==> config.mk <==
export PLATFORM = sky130hd
export DESIGN_NAME = sparse_image_expander_core_flat
export DESIGN_NICKNAME = d
export VERILOG_FILES = /design/src/rtl/core/sie_pkg.sv /design/src/rtl/core/sie_channels.sv /design/src/rtl/core/sie_parser.sv /design/src/rtl/core/sie_result_queue.sv /design/src/rtl/core/sparse_image_expander_core.sv /design/src/flat_wrapper.sv
export SDC_FILE = /design/constraint.sdc
export NUM_CORES = 2
export LEC_CHECK = 0
export BUFFER_PORTS_ARGS = -buffer_cell sky130_fd_sc_hd__buf_4
export CORE_MARGIN = 5
export CORE_UTILIZATION = 37
export CTS_CLUSTER_DIAMETER = 80
export DETAILED_ROUTE_END_ITERATION = 8
export SYNTH_ARGS = -nofsm -noshare
export SYNTH_HDL_FRONTEND = slang
export SYNTH_SLANG_ARGS = --single-unit
==> constraint.sdc <==
create_clock -name clk -period 28.8 [get_ports clk]
set_input_delay 1.44 -clock clk [delete_from_list [all_inputs] [get_ports clk]]
set_output_delay 1.44 -clock clk [all_outputs]
set_load 0.05 [all_outputs]
==> src/rtl/core/sie_pkg.sv <==
// shared types, constants and codes of the sparse image expander
package sie_pkg;

  localparam int BYTE_W = 8;
  localparam int HALF_W = 16;
  localparam int WORD_W = 32;
  localparam int KIND_W = 3;
  localparam int ERR_W  = 3;

  localparam int SECTOR_BYTES = 512;
  localparam int SECTOR_SHIFT = $clog2(SECTOR_BYTES);
  localparam int BLK_SECT_W   = WORD_W - SECTOR_SHIFT;
  localparam int PROD_W       = WORD_W + BLK_SECT_W;

  localparam int RES_QUEUE_DEPTH = 8;

  localparam logic [WORD_W-1:0] MAGIC_RESET   = 32'hED26_FF3A;
  localparam logic [HALF_W-1:0] FILE_HDR_LEN  = 16'd28;
  localparam logic [HALF_W-1:0] CHUNK_HDR_LEN = 16'd12;
  localparam logic [WORD_W-1:0] FILL_PAYLOAD  = 32'd4;

  // chunk type words
  localparam logic [HALF_W-1:0] CHUNK_RAW      = 16'hCAC1;
  localparam logic [HALF_W-1:0] CHUNK_FILL     = 16'hCAC2;
  localparam logic [HALF_W-1:0] CHUNK_DONTCARE = 16'hCAC3;
  localparam logic [HALF_W-1:0] CHUNK_CRC      = 16'hCAC4;

  // result kinds
  localparam logic [KIND_W-1:0] KIND_WRITE = 3'd0;
  localparam logic [KIND_W-1:0] KIND_RAW   = 3'd1;
  localparam logic [KIND_W-1:0] KIND_FILL  = 3'd2;
  localparam logic [KIND_W-1:0] KIND_DONE  = 3'd3;
  localparam logic [KIND_W-1:0] KIND_ERROR = 3'd4;

  // error codes
  localparam logic [ERR_W-1:0] ERR_NONE       = 3'd0;
  localparam logic [ERR_W-1:0] ERR_MAGIC      = 3'd1;
  localparam logic [ERR_W-1:0] ERR_BLOCK_SIZE = 3'd2;
  localparam logic [ERR_W-1:0] ERR_HDR_SIZE   = 3'd3;
  localparam logic [ERR_W-1:0] ERR_CHUNK_SIZE = 3'd4;
  localparam logic [ERR_W-1:0] ERR_CHUNK_TYPE = 3'd5;
  localparam logic [ERR_W-1:0] ERR_TRUNCATED  = 3'd6;

  typedef struct packed {
    logic [BYTE_W-1:0] data_byte;
    logic              first_of_image;
    logic              last_of_image;
  } item_t;

  typedef struct packed {
    logic [KIND_W-1:0] result_kind;
    logic [WORD_W-1:0] start_sector;
    logic [WORD_W-1:0] sector_count;
    logic [WORD_W-1:0] fill_word;
    logic [BYTE_W-1:0] raw_byte;
    logic [ERR_W-1:0]  error_code;
    logic              last_of_run;
  } res_t;

  // up to two results of one byte, in order
  typedef struct packed {
    logic [1:0] n;
    res_t       r0;
    res_t       r1;
  } push_t;

endpackage

==> src/rtl/core/sie_channels.sv <==
// valid/ready channel interfaces of the sparse image expander
interface sie_in_if;
  import sie_pkg::*;
  logic              valid;
  logic              ready;
  logic [BYTE_W-1:0] data_byte;
  logic              first_of_image;
  logic              last_of_image;
  modport source (output valid, data_byte, first_of_image, last_of_image, input ready);
  modport sink (input valid, data_byte, first_of_image, last_of_image, output ready);
endinterface

interface sie_out_if;
  import sie_pkg::*;
  logic              valid;
  logic              ready;
  logic [KIND_W-1:0] result_kind;
  logic [WORD_W-1:0] start_sector;
  logic [WORD_W-1:0] sector_count;
  logic [WORD_W-1:0] fill_word;
  logic [BYTE_W-1:0] raw_byte;
  logic [ERR_W-1:0]  error_code;
  logic              last_of_run;
  modport source (output valid, result_kind, start_sector, sector_count, fill_word,
                  raw_byte, error_code, last_of_run, input ready);
  modport sink (input valid, result_kind, start_sector, sector_count, fill_word,
                raw_byte, error_code, last_of_run, output ready);
endinterface

interface sie_cfg_if;
  import sie_pkg::*;
  logic              valid;
  logic              ready;
  logic [WORD_W-1:0] sparse_magic;
  modport source (output valid, sparse_magic, input ready);
  modport sink (input valid, sparse_magic, output ready);
endinterface

==> src/rtl/core/sie_parser.sv <==
// byte-serial parse of file header and chunks, up to two results per byte
module sie_parser (
  input  logic                          clk,
  input  logic                          rst_n,
  input  logic                          item_valid,
  input  sie_pkg::item_t                item,
  input  logic [sie_pkg::WORD_W-1:0]    magic,
  output sie_pkg::push_t                push
);
  import sie_pkg::*;

  localparam logic [2:0] PH_IDLE  = 3'd0;
  localparam logic [2:0] PH_FHDR  = 3'd1;
  localparam logic [2:0] PH_FSKIP = 3'd2;
  localparam logic [2:0] PH_CHDR  = 3'd3;
  localparam logic [2:0] PH_CDATA = 3'd4;

  logic [2:0]        phase_r, cur_ph, ph_nxt;
  logic [WORD_W-1:0] cnt_r, cur_cnt, cnt_nxt, cnt_inc;
  logic [WORD_W-1:0] shift_r, cur_shift, shift_nxt;
  logic [WORD_W-1:0] blk_r, cur_blk, blk_nxt;
  logic [HALF_W-1:0] fhb_r, cur_fhb, fhb_nxt;
  logic [HALF_W-1:0] chb_r, cur_chb, chb_nxt;
  logic [WORD_W-1:0] left_r, cur_left, left_nxt;
  logic [HALF_W-1:0] kind_r, cur_kind, kind_nxt;
  logic [WORD_W-1:0] blocks_r, cur_blocks, blocks_nxt;
  logic [WORD_W-1:0] total_r, cur_total, total_nxt;
  logic [WORD_W-1:0] sector_r, cur_sector, sector_nxt;
  logic [WORD_W-1:0] fill_r, cur_fill, fill_nxt;
  logic [PROD_W-1:0] prod_r;

  logic [WORD_W-1:0] chunk_sect, payload;
  logic              raw_len_ok;
  logic              do_finish, start_ch, prim_v, sec_v, trunc_v;
  res_t              prim, sec, trunc;
  res_t              r0, r1;
  logic [1:0]        n;
  logic [KIND_W-1:0] last_kind;

  // sectors of the current chunk, and a product that also checks the raw length
  always_ff @(posedge clk) begin
    prod_r <= blocks_r * blk_r[WORD_W-1:SECTOR_SHIFT];
  end

  assign chunk_sect = prod_r[WORD_W-1:0];

  always_comb begin
    if (item.first_of_image) begin
      cur_ph     = PH_FHDR;
      cur_cnt    = '0;
      cur_shift  = '0;
      cur_blk    = '0;
      cur_fhb    = '0;
      cur_chb    = '0;
      cur_left   = '0;
      cur_kind   = '0;
      cur_blocks = '0;
      cur_total  = '0;
      cur_sector = '0;
      cur_fill   = '0;
    end else begin
      cur_ph     = phase_r;
      cur_cnt    = cnt_r;
      cur_shift  = shift_r;
      cur_blk    = blk_r;
      cur_fhb    = fhb_r;
      cur_chb    = chb_r;
      cur_left   = left_r;
      cur_kind   = kind_r;
      cur_blocks = blocks_r;
      cur_total  = total_r;
      cur_sector = sector_r;
      cur_fill   = fill_r;
    end

    ph_nxt     = cur_ph;
    cnt_nxt    = cur_cnt;
    shift_nxt  = cur_shift;
    blk_nxt    = cur_blk;
    fhb_nxt    = cur_fhb;
    chb_nxt    = cur_chb;
    left_nxt   = cur_left;
    kind_nxt   = cur_kind;
    blocks_nxt = cur_blocks;
    total_nxt  = cur_total;
    sector_nxt = cur_sector;
    fill_nxt   = cur_fill;

    cnt_inc    = cur_cnt + 32'd1;
    payload    = '0;
    raw_len_ok = 1'b0;
    do_finish  = 1'b0;
    start_ch   = 1'b0;
    prim_v     = 1'b0;
    sec_v      = 1'b0;
    prim       = '0;
    sec        = '0;

    unique case (cur_ph)
      PH_FHDR: begin
        if (cur_cnt < 32'd4) begin
          shift_nxt[{cur_cnt[1:0], 3'b000} +: BYTE_W] = item.data_byte;
        end else if (cur_cnt >= 32'd8 && cur_cnt < 32'd10) begin
          fhb_nxt[{cur_cnt[0], 3'b000} +: BYTE_W] = item.data_byte;
        end else if (cur_cnt >= 32'd10 && cur_cnt < 32'd12) begin
          chb_nxt[{cur_cnt[0], 3'b000} +: BYTE_W] = item.data_byte;
        end else if (cur_cnt >= 32'd12 && cur_cnt < 32'd16) begin
          blk_nxt[{cur_cnt[1:0], 3'b000} +: BYTE_W] = item.data_byte;
        end else if (cur_cnt >= 32'd20 && cur_cnt < 32'd24) begin
          left_nxt[{cur_cnt[1:0], 3'b000} +: BYTE_W] = item.data_byte;
        end
        cnt_nxt = cnt_inc;
        if (cnt_inc == {16'b0, FILE_HDR_LEN}) begin
          // header checks in order: magic, block size, header sizes
          if (cur_shift != magic) begin
            sec_v = 1'b1;
            sec.result_kind = KIND_ERROR;
            sec.error_code  = ERR_MAGIC;
          end else if (cur_blk == '0 || cur_blk[SECTOR_SHIFT-1:0] != '0) begin
            sec_v = 1'b1;
            sec.result_kind = KIND_ERROR;
            sec.error_code  = ERR_BLOCK_SIZE;
          end else if (cur_fhb < FILE_HDR_LEN || cur_chb < CHUNK_HDR_LEN) begin
            sec_v = 1'b1;
            sec.result_kind = KIND_ERROR;
            sec.error_code  = ERR_HDR_SIZE;
          end else if (cur_left == '0) begin
            sec_v = 1'b1;
            sec.result_kind = KIND_DONE;
            ph_nxt = PH_IDLE;
          end else if (cur_fhb > FILE_HDR_LEN) begin
            ph_nxt  = PH_FSKIP;
            cnt_nxt = '0;
          end else begin
            start_ch = 1'b1;
          end
        end
      end
      PH_FSKIP: begin
        cnt_nxt = cnt_inc;
        if (cnt_inc == {16'b0, cur_fhb - FILE_HDR_LEN}) begin
          start_ch = 1'b1;
        end
      end
      PH_CHDR: begin
        if (cur_cnt < 32'd2) begin
          kind_nxt[{cur_cnt[0], 3'b000} +: BYTE_W] = item.data_byte;
        end else if (cur_cnt >= 32'd4 && cur_cnt < 32'd8) begin
          blocks_nxt[{cur_cnt[1:0], 3'b000} +: BYTE_W] = item.data_byte;
        end else if (cur_cnt >= 32'd8 && cur_cnt < 32'd12) begin
          total_nxt[{cur_cnt[1:0], 3'b000} +: BYTE_W] = item.data_byte;
        end
        cnt_nxt = cnt_inc;
        if (cnt_inc == {16'b0, cur_chb}) begin
          payload    = total_nxt - {16'b0, cur_chb};
          raw_len_ok = (prod_r[PROD_W-1:BLK_SECT_W] == '0) &&
                       (payload[SECTOR_SHIFT-1:0] == '0) &&
                       (prod_r[BLK_SECT_W-1:0] == payload[WORD_W-1:SECTOR_SHIFT]);
          if (total_nxt < {16'b0, cur_chb}) begin
            sec_v = 1'b1;
            sec.result_kind = KIND_ERROR;
            sec.error_code  = ERR_CHUNK_SIZE;
          end else if (cur_kind == CHUNK_RAW && !raw_len_ok) begin
            sec_v = 1'b1;
            sec.result_kind = KIND_ERROR;
            sec.error_code  = ERR_CHUNK_SIZE;
          end else if (cur_kind == CHUNK_FILL && payload != FILL_PAYLOAD) begin
            sec_v = 1'b1;
            sec.result_kind = KIND_ERROR;
            sec.error_code  = ERR_CHUNK_SIZE;
          end else if (cur_kind != CHUNK_RAW && cur_kind != CHUNK_FILL &&
                       cur_kind != CHUNK_DONTCARE && cur_kind != CHUNK_CRC) begin
            sec_v = 1'b1;
            sec.result_kind = KIND_ERROR;
            sec.error_code  = ERR_CHUNK_TYPE;
          end else begin
            if (cur_kind == CHUNK_RAW && chunk_sect != '0) begin
              prim_v = 1'b1;
              prim.result_kind  = KIND_WRITE;
              prim.start_sector = cur_sector;
              prim.sector_count = chunk_sect;
            end
            total_nxt = payload;
            cnt_nxt   = '0;
            fill_nxt  = '0;
            if (payload == '0) begin
              do_finish = 1'b1;
            end else begin
              ph_nxt = PH_CDATA;
            end
          end
        end
      end
      PH_CDATA: begin
        if (cur_kind == CHUNK_RAW) begin
          prim_v = 1'b1;
          prim.result_kind = KIND_RAW;
          prim.raw_byte    = item.data_byte;
        end else if (cur_kind == CHUNK_FILL && cur_cnt < 32'd4) begin
          fill_nxt[{cur_cnt[1:0], 3'b000} +: BYTE_W] = item.data_byte;
          if (cur_cnt == 32'd3 && chunk_sect != '0) begin
            prim_v = 1'b1;
            prim.result_kind  = KIND_FILL;
            prim.start_sector = cur_sector;
            prim.sector_count = chunk_sect;
            prim.fill_word    = fill_nxt;
          end
        end
        cnt_nxt = cnt_inc;
        if (cnt_inc == cur_total) begin
          do_finish = 1'b1;
        end
      end
      default: begin
        ph_nxt = PH_IDLE;
      end
    endcase

    if (do_finish) begin
      sector_nxt = cur_sector + chunk_sect;
      left_nxt   = cur_left - 32'd1;
      if (cur_left == 32'd1) begin
        sec_v = 1'b1;
        sec.result_kind = KIND_DONE;
        ph_nxt = PH_IDLE;
      end else begin
        start_ch = 1'b1;
      end
    end

    if (start_ch) begin
      ph_nxt     = PH_CHDR;
      cnt_nxt    = '0;
      kind_nxt   = '0;
      blocks_nxt = '0;
      total_nxt  = '0;
      fill_nxt   = '0;
    end

    if (sec_v && sec.result_kind == KIND_ERROR) begin
      ph_nxt = PH_IDLE;
    end

    // a buffer that ends mid-image
    trunc   = '0;
    trunc_v = item.last_of_image && (ph_nxt != PH_IDLE);
    if (trunc_v) begin
      trunc.result_kind = KIND_ERROR;
      trunc.error_code  = ERR_TRUNCATED;
      ph_nxt = PH_IDLE;
    end

    // pack results in order
    n  = 2'd0;
    r0 = '0;
    r1 = '0;
    if (prim_v) begin
      r0 = prim;
      n  = 2'd1;
    end
    if (sec_v) begin
      if (n == 2'd0) begin
        r0 = sec;
      end else begin
        r1 = sec;
      end
      n = n + 2'd1;
    end
    if (trunc_v) begin
      if (n == 2'd0) begin
        r0 = trunc;
      end else begin
        r1 = trunc;
      end
      n = n + 2'd1;
    end
    if (n == 2'd1) begin
      r0.last_of_run = 1'b1;
    end else if (n == 2'd2) begin
      r1.last_of_run = 1'b1;
    end

    push.n  = item_valid ? n : 2'd0;
    push.r0 = r0;
    push.r1 = r1;
  end

  assign last_kind = (push.n == 2'd2) ? push.r1.result_kind : push.r0.result_kind;

  always_ff @(posedge clk) begin
    if (!rst_n) begin
      phase_r <= PH_IDLE;
      cnt_r   <= '0;
    end else if (item_valid) begin
      phase_r <= ph_nxt;
      cnt_r   <= cnt_nxt;
    end
  end

  // parse fields are rebuilt from zero at every image start
  always_ff @(posedge clk) begin
    if (item_valid) begin
      shift_r  <= shift_nxt;
      blk_r    <= blk_nxt;
      fhb_r    <= fhb_nxt;
      chb_r    <= chb_nxt;
      left_r   <= left_nxt;
      kind_r   <= kind_nxt;
      blocks_r <= blocks_nxt;
      total_r  <= total_nxt;
      sector_r <= sector_nxt;
      fill_r   <= fill_nxt;
    end
  end

  a_error_goes_idle: assert property (@(posedge clk) disable iff (!rst_n)
    item_valid && push.n != 2'd0 && last_kind == KIND_ERROR |=> phase_r == PH_IDLE)
    else $error("parser did not stop after an error");

  a_raw_only_in_data: assert property (@(posedge clk) disable iff (!rst_n)
    item_valid && push.n != 2'd0 && push.r0.result_kind == KIND_RAW |-> cur_ph == PH_CDATA)
    else $error("raw byte outside a chunk payload");

endmodule

==> src/rtl/core/sie_result_queue.sv <==
// result queue taking up to two results per cycle and giving one beat per cycle while the sink is ready
module sie_result_queue #(
  parameter int DEPTH = sie_pkg::RES_QUEUE_DEPTH
) (
  input  logic                         clk,
  input  logic                         rst_n,
  input  sie_pkg::push_t               push,
  output logic [$clog2(DEPTH+1)-1:0]   count,
  sie_out_if.source                    out_chan
);
  import sie_pkg::*;

  localparam int PTR_W = $clog2(DEPTH);
  localparam int CNT_W = $clog2(DEPTH + 1);

  res_t             mem_r [DEPTH];
  logic [PTR_W-1:0] wr_ptr_r, rd_ptr_r, wr_ptr1, wr_ptr2, wr_ptr_nxt, rd_ptr_nxt;
  logic [CNT_W-1:0] count_r, count_nxt;
  logic             pop;
  res_t             head;

  assign wr_ptr1 = (wr_ptr_r == PTR_W'(DEPTH - 1)) ? '0 : wr_ptr_r + 1'b1;
  assign wr_ptr2 = (wr_ptr1 == PTR_W'(DEPTH - 1)) ? '0 : wr_ptr1 + 1'b1;
  assign rd_ptr_nxt = (rd_ptr_r == PTR_W'(DEPTH - 1)) ? '0 : rd_ptr_r + 1'b1;

  assign pop       = out_chan.valid && out_chan.ready;
  assign count_nxt = count_r + CNT_W'(push.n) - CNT_W'(pop);
  assign count     = count_r;

  always_comb begin
    case (push.n)
      2'd1:    wr_ptr_nxt = wr_ptr1;
      2'd2:    wr_ptr_nxt = wr_ptr2;
      default: wr_ptr_nxt = wr_ptr_r;
    endcase
  end

  always_ff @(posedge clk) begin
    if (push.n != 2'd0) begin
      mem_r[wr_ptr_r] <= push.r0;
    end
    if (push.n == 2'd2) begin
      mem_r[wr_ptr1] <= push.r1;
    end
  end

  always_ff @(posedge clk) begin
    if (!rst_n) begin
      wr_ptr_r <= '0;
      rd_ptr_r <= '0;
      count_r  <= '0;
    end else begin
      wr_ptr_r <= wr_ptr_nxt;
      if (pop) begin
        rd_ptr_r <= rd_ptr_nxt;
      end
      count_r <= count_nxt;
    end
  end

  assign head                  = mem_r[rd_ptr_r];
  assign out_chan.valid        = (count_r != '0);
  assign out_chan.result_kind  = head.result_kind;
  assign out_chan.start_sector = head.start_sector;
  assign out_chan.sector_count = head.sector_count;
  assign out_chan.fill_word    = head.fill_word;
  assign out_chan.raw_byte     = head.raw_byte;
  assign out_chan.error_code   = head.error_code;
  assign out_chan.last_of_run  = head.last_of_run;

  a_count_bounded: assert property (@(posedge clk) disable iff (!rst_n)
    count_r <= CNT_W'(DEPTH))
    else $error("result queue count beyond depth");

  a_push_has_room: assert property (@(posedge clk) disable iff (!rst_n)
    push.n != 2'd0 |-> ({1'b0, count_r} + (CNT_W + 1)'(push.n)) <= (CNT_W + 1)'(DEPTH))
    else $error("results pushed into a full queue");

endmodule

==> src/rtl/core/sparse_image_expander_core.sv <==
// top level of the sparse image expander: input register, parser, result queue
// an accepted byte passes the input register and the parser into the result queue before its first result beat shows
// throughput: one byte per cycle while in_ready is high; a byte that yields two results takes two output beats
// in_ready drops while the result queue cannot take two more results for each byte in flight
// reset (rst_n low, synchronous): parser idle, queue empty, sparse_magic back to 0xED26FF3A
// there is no clearing pass; the block is ready as soon as reset is released
module sparse_image_expander_core #(
  parameter int QUEUE_DEPTH = sie_pkg::RES_QUEUE_DEPTH
) (
  input  logic      clk,
  input  logic      rst_n,
  sie_cfg_if.sink   cfg_chan,
  sie_in_if.sink    in_chan,
  sie_out_if.source out_chan
);
  import sie_pkg::*;

  localparam int CNT_W  = $clog2(QUEUE_DEPTH + 1);
  localparam int NEED_W = CNT_W + 2;

  // expected magic word; the user writes it only while the block is idle, the block itself does not enforce this
  logic [WORD_W-1:0] magic_r;

  // input register: one byte, handed to the parser the cycle after its beat
  logic              in_valid_r;
  item_t             item_r;

  logic [CNT_W-1:0]  q_count;
  logic [NEED_W-1:0] need;
  push_t             push;

  // the configuration write always lands at once
  assign cfg_chan.ready = 1'b1;

  always_ff @(posedge clk) begin
    if (!rst_n) begin
      magic_r <= MAGIC_RESET;
    end else if (cfg_chan.valid) begin
      magic_r <= cfg_chan.sparse_magic;
    end
  end

  // room check: queue entries in use, two slots for the byte held in the
  // input register and two for the byte that would be taken now
  assign need = {2'b00, q_count} + NEED_W'(2) + (in_valid_r ? NEED_W'(2) : '0);
  assign in_chan.ready = (need <= NEED_W'(QUEUE_DEPTH));

  always_ff @(posedge clk) begin
    if (!rst_n) begin
      in_valid_r <= 1'b0;
    end else begin
      in_valid_r <= in_chan.valid && in_chan.ready;
    end
  end

  // byte payload needs no reset
  always_ff @(posedge clk) begin
    if (in_chan.valid && in_chan.ready) begin
      item_r.data_byte      <= in_chan.data_byte;
      item_r.first_of_image <= in_chan.first_of_image;
      item_r.last_of_image  <= in_chan.last_of_image;
    end
  end

  // header and chunk parse; the parser never stalls, the room check
  // above keeps space for whatever it produces
  sie_parser u_parser (
    .clk        (clk),
    .rst_n      (rst_n),
    .item_valid (in_valid_r),
    .item       (item_r),
    .magic      (magic_r),
    .push       (push)
  );

  // results wait here so a stalled sink does not stop the parser at once
  sie_result_queue #(
    .DEPTH (QUEUE_DEPTH)
  ) u_result_queue (
    .clk      (clk),
    .rst_n    (rst_n),
    .push     (push),
    .count    (q_count),
    .out_chan (out_chan)
  );

endmodule

==> src/flat_wrapper.sv <==
// flat-port wrapper written by rule: the top's interface ports become plain ports
module sparse_image_expander_core_flat import sie_pkg::*;
#(
  parameter int QUEUE_DEPTH = sie_pkg::RES_QUEUE_DEPTH
)
  (clk, rst_n, cfg_chan_valid, cfg_chan_sparse_magic, cfg_chan_ready, in_chan_valid, in_chan_data_byte, in_chan_first_of_image, in_chan_last_of_image, in_chan_ready, out_chan_valid, out_chan_result_kind, out_chan_start_sector, out_chan_sector_count, out_chan_fill_word, out_chan_raw_byte, out_chan_error_code, out_chan_last_of_run, out_chan_ready);
  sie_cfg_if cfg_chan_i ();
  sie_in_if in_chan_i ();
  sie_out_if out_chan_i ();
  input  logic clk;
  input  logic rst_n;
  input wire logic [$bits(cfg_chan_i.valid)-1:0] cfg_chan_valid;
  input wire logic [$bits(cfg_chan_i.sparse_magic)-1:0] cfg_chan_sparse_magic;
  output wire logic [$bits(cfg_chan_i.ready)-1:0] cfg_chan_ready;
  input wire logic [$bits(in_chan_i.valid)-1:0] in_chan_valid;
  input wire logic [$bits(in_chan_i.data_byte)-1:0] in_chan_data_byte;
  input wire logic [$bits(in_chan_i.first_of_image)-1:0] in_chan_first_of_image;
  input wire logic [$bits(in_chan_i.last_of_image)-1:0] in_chan_last_of_image;
  output wire logic [$bits(in_chan_i.ready)-1:0] in_chan_ready;
  output wire logic [$bits(out_chan_i.valid)-1:0] out_chan_valid;
  output wire logic [$bits(out_chan_i.result_kind)-1:0] out_chan_result_kind;
  output wire logic [$bits(out_chan_i.start_sector)-1:0] out_chan_start_sector;
  output wire logic [$bits(out_chan_i.sector_count)-1:0] out_chan_sector_count;
  output wire logic [$bits(out_chan_i.fill_word)-1:0] out_chan_fill_word;
  output wire logic [$bits(out_chan_i.raw_byte)-1:0] out_chan_raw_byte;
  output wire logic [$bits(out_chan_i.error_code)-1:0] out_chan_error_code;
  output wire logic [$bits(out_chan_i.last_of_run)-1:0] out_chan_last_of_run;
  input wire logic [$bits(out_chan_i.ready)-1:0] out_chan_ready;
  assign cfg_chan_i.valid = cfg_chan_valid;
  assign cfg_chan_i.sparse_magic = cfg_chan_sparse_magic;
  assign cfg_chan_ready = cfg_chan_i.ready;
  assign in_chan_i.valid = in_chan_valid;
  assign in_chan_i.data_byte = in_chan_data_byte;
  assign in_chan_i.first_of_image = in_chan_first_of_image;
  assign in_chan_i.last_of_image = in_chan_last_of_image;
  assign in_chan_ready = in_chan_i.ready;
  assign out_chan_valid = out_chan_i.valid;
  assign out_chan_result_kind = out_chan_i.result_kind;
  assign out_chan_start_sector = out_chan_i.start_sector;
  assign out_chan_sector_count = out_chan_i.sector_count;
  assign out_chan_fill_word = out_chan_i.fill_word;
  assign out_chan_raw_byte = out_chan_i.raw_byte;
  assign out_chan_error_code = out_chan_i.error_code;
  assign out_chan_last_of_run = out_chan_i.last_of_run;
  assign out_chan_i.ready = out_chan_ready;
  sparse_image_expander_core #(.QUEUE_DEPTH(QUEUE_DEPTH)) u_core (.clk(clk), .rst_n(rst_n), .cfg_chan(cfg_chan_i), .in_chan(in_chan_i), .out_chan(out_chan_i));
endmodule
# Yosys cells after proc, flatten, opt, wreduce, memory -nomap -nowiden
# Memory sizes are Yosys's and may differ from the RTL's. A register that Yosys moved wholly into a read port is not among the register bits.
# Index checks and enable logic that the tools add are counted.
dict set report op_classes {
  add_sub_neg 16
  mul 1
  div 0
  magnitude_cmp 17
  n_eq_ne 27
  shift 4
  muxes 203
  bitwise 0
  n_reduce_logical 37
}
# op count
set op_table {}
lappend op_table {{$mux 32} 55}
lappend op_table {{$mux 111} 9}
lappend op_table {{$mux 64} 6}
lappend op_table {{$mux 99} 3}
lappend op_table {{$bwmux 32} 6}
lappend op_table {{$mux 16} 12}
lappend op_table {{$pmux 67 s2} 1}
lappend op_table {{$logic_not 32->1} 4}
lappend op_table {{$mux 3} 40}
lappend op_table {{$mux 98} 1}
lappend op_table {{$ge 32x4->1 const B} 3}
lappend op_table {{$lt 32x4->1 const B} 3}
lappend op_table {{$mux 96} 1}
lappend op_table {{$pmux 32 s3} 1}
lappend op_table {{$eq 32x16->1} 2}
lappend op_table {{$lt 32x5->1 const B} 2}
lappend op_table {{$ne 16x16->1 const B} 4}
lappend op_table {{$pmux 32 s2} 1}
lappend op_table {{$mul 32x23->55} 1}
lappend op_table {{$bwmux 16} 3}
lappend op_table {{$mux 1} 45}
lappend op_table {{$mux 40} 1}
lappend op_table {{$add 32x1->32 const B} 1}
lappend op_table {{$add 32x32->32} 1}
lappend op_table {{53 further kinds} 99}
dict set report word_totals {
  regBits 415
  latchBits 0
  ramBits 888
  mem_bits_ro 0
  output_inout_bits 114
  elab_cells 327
  n_memories 1
}
# memory depth width rd rd_clocked_by_memory_dff wr line
set mem_list {}
lappend mem_list {u_core.u_result_queue.mem_r 8 111 1 1 2 sie_result_queue.sv:16} ;# res_t mem_r [DEPTH];

# Logic depth before layout (Yosys ltp)
dict set report depth {
  depth_word 30
  depth_mapped 48
  mapped_depth_nobuf 34
}

# Hierarchy
# A second synthesis with hierarchy kept.
dict set report unflattened {
  cells_unflattened 8431
  hier_area_um2 97503.5
}
# module instances cells_per_inst area_each_um2 seq_area_each_um2
set modules_own_cells {}
lappend modules_own_cells {sie_parser 1 5922 50622.3 9969.6}
lappend modules_own_cells {sie_result_queue 1 2375 45295.9 26925.8}
lappend modules_own_cells {sparse_image_expander_core 1 134 1585.3 960.9}

# Worst setup path after synthesis
# OpenSTA, ideal clock, no wires.
dict set report synth_path {
  path_type {reg-to-reg}
  from {register u_core.item_r[1] (netlist name)}
  to {memory u_core.u_result_queue.mem_r[0][0] (netlist name) (enable)}
  t_arrival_ps 10415
  required_ps 28481
  setup_slack_ps 18065
  stages_incl_launch_ff 46
  n_path_buf 20
  period_less_slack_ps 10735
  cell_sequence {edfxtp_1 -> buf_4 -> buf_2 -> buf_2 -> buf_2 -> buf_2 -> buf_1 -> buf_1 -> clkbuf_1 -> clkbuf_1 -> clkbuf_1 -> buf_1 -> buf_1 -> clkbuf_1 -> nor2b_1 -> ha_1 -> fa_1 -> nor2b_1 -> [10 not listed] -> buf_4 -> nand3_2 -> nand3_1 -> inv_1 -> ha_1 -> clkbuf_1 -> nand2_1 -> and3_1 -> ha_1 -> clkbuf_1 -> o21ai_0 -> or3_1 -> clkbuf_1 -> and2_1 -> clkbuf_1 -> clkbuf_1 -> clkbuf_1 -> inv_1}
}
# item line
set synth_rtl {}
lappend synth_rtl {{start, declared} sparse_image_expander_core.sv:26} ;# item_t item_r;
lappend synth_rtl {{end, declared} sie_result_queue.sv:16}

==> out/summary.md <==
### Die
- 491 um — Vert. Die Dim
- 491 um — die span in x
- 37.2% — effective utilization at floorplan
- 0.241 sq mm — Die Outline Area
- 161 — ports placed on the boundary
- 176 — Placement Rows
- 0.230 sq mm — standard cell core area

### Timing
- 12.42 ns — crit path time final
- 0 ns — sum of negative setup slack
- 43.1% — final cycle utilization of the critical path
- 0 — final hold violation count
- 1.38 ns — worst slew pin tran
- 0 — Final setup violation count
- 7.79% — worst slew margin relative to its limit
- false — setup repair after global routing missed its margin
- 0.0686 ns — final setup skew
- 80.5 MHz — highest attainable clock frequency
- 0 — Final Max Tran Viols
- 0.450 ns — Worst Hold Margin

### Min path
- reg -> reg — classification of the worst-slack hold path
- 2 — worst hold path stage count
- u_core.u_result_queue.mem_r[7][28] — Min-Delay Startpoint
- u_core.u_result_queue.mem_r[7][28] — worst hold path endpoint

### Cells and area
- 0.0507 sq mm — area occupied by multi-input gates
- 22.1k — count of fill cells added during filler insertion
- u_core.u_result_queue.mem_r — register containing the most flip-flops in the final layout
- 9.62% — area added between synthesis and finish
- 0.0295 sq mm — register area
- 9415 — count of nets after finishing
- 40.8% — final design utilization
- 888 — flip-flop count of the largest register after layout
- 11.7% — share of final-layout standard cells stronger than drive strength 1
- u_core.u_result_queue.mem_r (888), u_core.u_parser.prod_r (55) — largest registers
- 11.6k — final cell count without fillers

### Critical path
- 32 — number of cell instances on the worst register-to-register path
- simple AND/OR/NAND/NOR gates — dominant delay contributor by cell family on the critical path
- reg -> reg — category of the most critical setup path
- u_core.item_r[1] — Critical Path Start
- u_core.u_result_queue.mem_r[4][36] — Crit Reg-Reg Endpoint
- flip-flop — crit path capture type
- 16.38 ns — FF-to-FF setup slack
- sky130_fd_sc_hd__nor4b_1 — highest-delay cell along the critical path
- 0.90 ns — longest individual stage delay on the worst path
- 3 — CP bufs+invs
- 46 — largest fanout on the critical path
- 13.09 ns — critical path arrival
- 29.47 ns — required time of the worst setup path
- flip-flop — kind of start point of the critical path
- u_core.item_r[1] — FF-to-FF Start
- 32 — logic depth of the worst setup path including buffers

### Yosys
- sky130_fd_sc_hd__dfxtp_1, sky130_fd_sc_hd__fa_1, sky130_fd_sc_hd__edfxtp_1 — main area contributors after synthesis
- 9.84 sq um — mean instance size in the synthesized netlist
- sky130_fd_sc_hd__dfxtp_1 — top flip-flop cell by instance count after synthesis
- 9638 — Net Count, Synth
- 0% — share of flip-flops with an asynchronous set or reset after synthesis
- 338 — number of synthesized flops with an enable pin
- 0.0856 sq mm — Post-Syn Area
- 1306 — number of register bits inferred by synthesis
- 0 — Warnings, synthesis
- 8699 — number of cells produced by synthesis
- sky130_fd_sc_hd__nand2_1 — most frequent cell after synthesis
- 111 — Cell variety after synth
- sky130_fd_sc_hd__nand2_1, sky130_fd_sc_hd__dfxtp_1, sky130_fd_sc_hd__inv_1, sky130_fd_sc_hd__fa_1, sky130_fd_sc_hd__a22o_1 — cell types with the highest counts after synthesis
- sky130_fd_sc_hd__dfxtp_1 — post-synthesis cell type with the largest combined area
- 34.5% — post-synthesis sequential area ratio
- 22.6% — share of the synthesized area in the top cell type

### Flow run
- 0 — number of violations of the max-capacitance limit

### Detailed routing
- 0 — final routed DRC violation total
- 6 — drt first pass iters
- 0 — post-route antenna net violation count
- 6386 — count of routing violations after the opening detailed-route iteration
- 67.5k — vias after detailed routing
- 284000 um — Detailed Route WL
- 5.82 — via/cell ratio
- 24.4 um — routed wire length per instance

### Clock tree
- 3 — CTS max path bufs
- 0 — setup bufs post-CTS
- 0.06 ns — Worst-path clk slew
- 1306 — clock sinks
- sky130_fd_sc_hd__clkbuf_16 — cell chosen for the clock root
- 0 — quantity of hold-fixing buffers added after cts
- 4 — CTS H-tree depth
- 0 — # resized after CTS
- built — TritonCTS clock tree
- 0.82 ns — Clk Latency, worst-skew pair
- 140 — TritonCTS Buffers

### Placed design
- 193000 um — DPL Wire Length
- 159 — IO buf count
- 0.961 — routability-driven placement congestion ratio
- 11.4k — total instance count after detailed placement

### Global route
- 7 — antenna violations before repair
- 22.9% — all-layer global routing usage
- 67.7k — vias in the first global route
- 138 — largest net degree at the start of global routing
- 429000 um — wire length of the first global-routing pass
- 35.5% — met2 Resource Use GR
- 5.72% — met3 Resource Use GR
- 0 — total grt overflow
- 31.1% — Global Route met1 Usage
- met2 — global-route layer with the greatest usage

### Outcome
- finished, final reports clean — run status

==> final cells by class <==
| cell class | count | area share, % |
|---|---|---|
| antenna | 1 | 0.00267 |
| timing repair buffer | 314 | 2.53 |
| inverter | 704 | 2.82 |
| sequential | 1306 | 31.5 |
| multi-input combinational | 6010 | 54.0 |
| tap | 3026 | 4.03 |
| clock inverter | 48 | 0.660 |
| clock buffer | 203 | 4.46 |
==> worst max-delay path by stage <==
stage | endpoint | slack (ns)
after CTS | u_core.u_result_queue.mem_r[4][36] | 16.71
after global routing | u_core.u_result_queue.mem_r[4][38] | 15.96
after floorplan | u_core.u_result_queue.mem_r[0][0] | 18.07
after global placement | u_core.u_result_queue.mem_r[4][37] | 16.84
final | u_core.u_result_queue.mem_r[4][36] | 16.38
after detailed placement | u_core.u_result_queue.mem_r[4][36] | 16.70
==> placed cells by master (no fill, tap or decap), types with 18 or more instances in the layout <==
cell type,instances
sky130_fd_sc_hd__xor2_1,78
sky130_fd_sc_hd__xnor2_1,162
sky130_fd_sc_hd__o22ai_1,35
sky130_fd_sc_hd__nand2b_1,31
sky130_fd_sc_hd__clkbuf_16,147
sky130_fd_sc_hd__mux4_2,222
sky130_fd_sc_hd__buf_4,313
sky130_fd_sc_hd__and3_1,41
sky130_fd_sc_hd__mux2i_1,79
sky130_fd_sc_hd__inv_1,699
sky130_fd_sc_hd__nand2_1,1196
sky130_fd_sc_hd__fa_1,630
sky130_fd_sc_hd__o21a_1,31
sky130_fd_sc_hd__and2_1,215
sky130_fd_sc_hd__nor2b_1,144
sky130_fd_sc_hd__a22o_1,602
sky130_fd_sc_hd__nand4_1,43
sky130_fd_sc_hd__clkbuf_8,29
sky130_fd_sc_hd__o21ai_0,478
sky130_fd_sc_hd__a21o_1,43
sky130_fd_sc_hd__a221oi_1,18
sky130_fd_sc_hd__a21oi_1,243
sky130_fd_sc_hd__mux2_2,133
sky130_fd_sc_hd__edfxtp_1,338
sky130_fd_sc_hd__a22oi_1,35
sky130_fd_sc_hd__nor2_1,428
sky130_fd_sc_hd__a32oi_1,21
sky130_fd_sc_hd__o31ai_1,18
sky130_fd_sc_hd__dfxtp_1,964
sky130_fd_sc_hd__a211oi_1,23
sky130_fd_sc_hd__clkbuf_1,25
sky130_fd_sc_hd__o211ai_1,36
sky130_fd_sc_hd__ha_1,262
sky130_fd_sc_hd__nor4_1,67
sky130_fd_sc_hd__nand3_1,152
sky130_fd_sc_hd__or3_1,33
sky130_fd_sc_hd__nor3_1,96
sky130_fd_sc_hd__a31oi_1,82
==> tightest hold or removal path, stage by stage, from the launching register on <==
cell and delay (ns):
sky130_fd_sc_hd__dfxtp_1 0.32, sky130_fd_sc_hd__nand2_1 0.04, sky130_fd_sc_hd__o21ai_0 0.05
==> cell families after synthesis <==
family                     after synthesis  synth area share, %
muxes                                  434                 8.51
DFF                                   1306                 34.5
buffers and inverters                 1383                 6.49
AOI/OAI and AO/OA                     1811                 14.8
adders and majority gates              892                 18.6
other                                    1              0.00438
xor gates and xnor gates               241                 2.48
and+or+nand+nor                       2631                 14.6
==> layer usage <==
| metal | part of all wire [%] | up-vias | routed length (um) |
|---|---|---|---|
| met4 | 3.9 | 2 | 11100 |
| met3 | 9.6 | 579 | 27100 |
| met5 | 0.0046 | - | 13 |
| met2 | 44 | 3092 | 125000 |
| li1 | - | 29724 | - |
| met1 | 42 | 34144 | 121000 |
==> through the flow <==
step / setup WS, ns / area (sq um)
2_1_floorplan: 18.07 / 85600
6_report: 16.38 / 93800
4_1_cts: 16.71 / 93800
3_3_place_gp: 16.84 / 89000
5_1_grt: 15.96 / 93800
3_5_place_dp: 16.70 / 89000
Power is not shown: default switching activity piles up to over one toggle a cycle in this logic, so the estimate is an artifact.
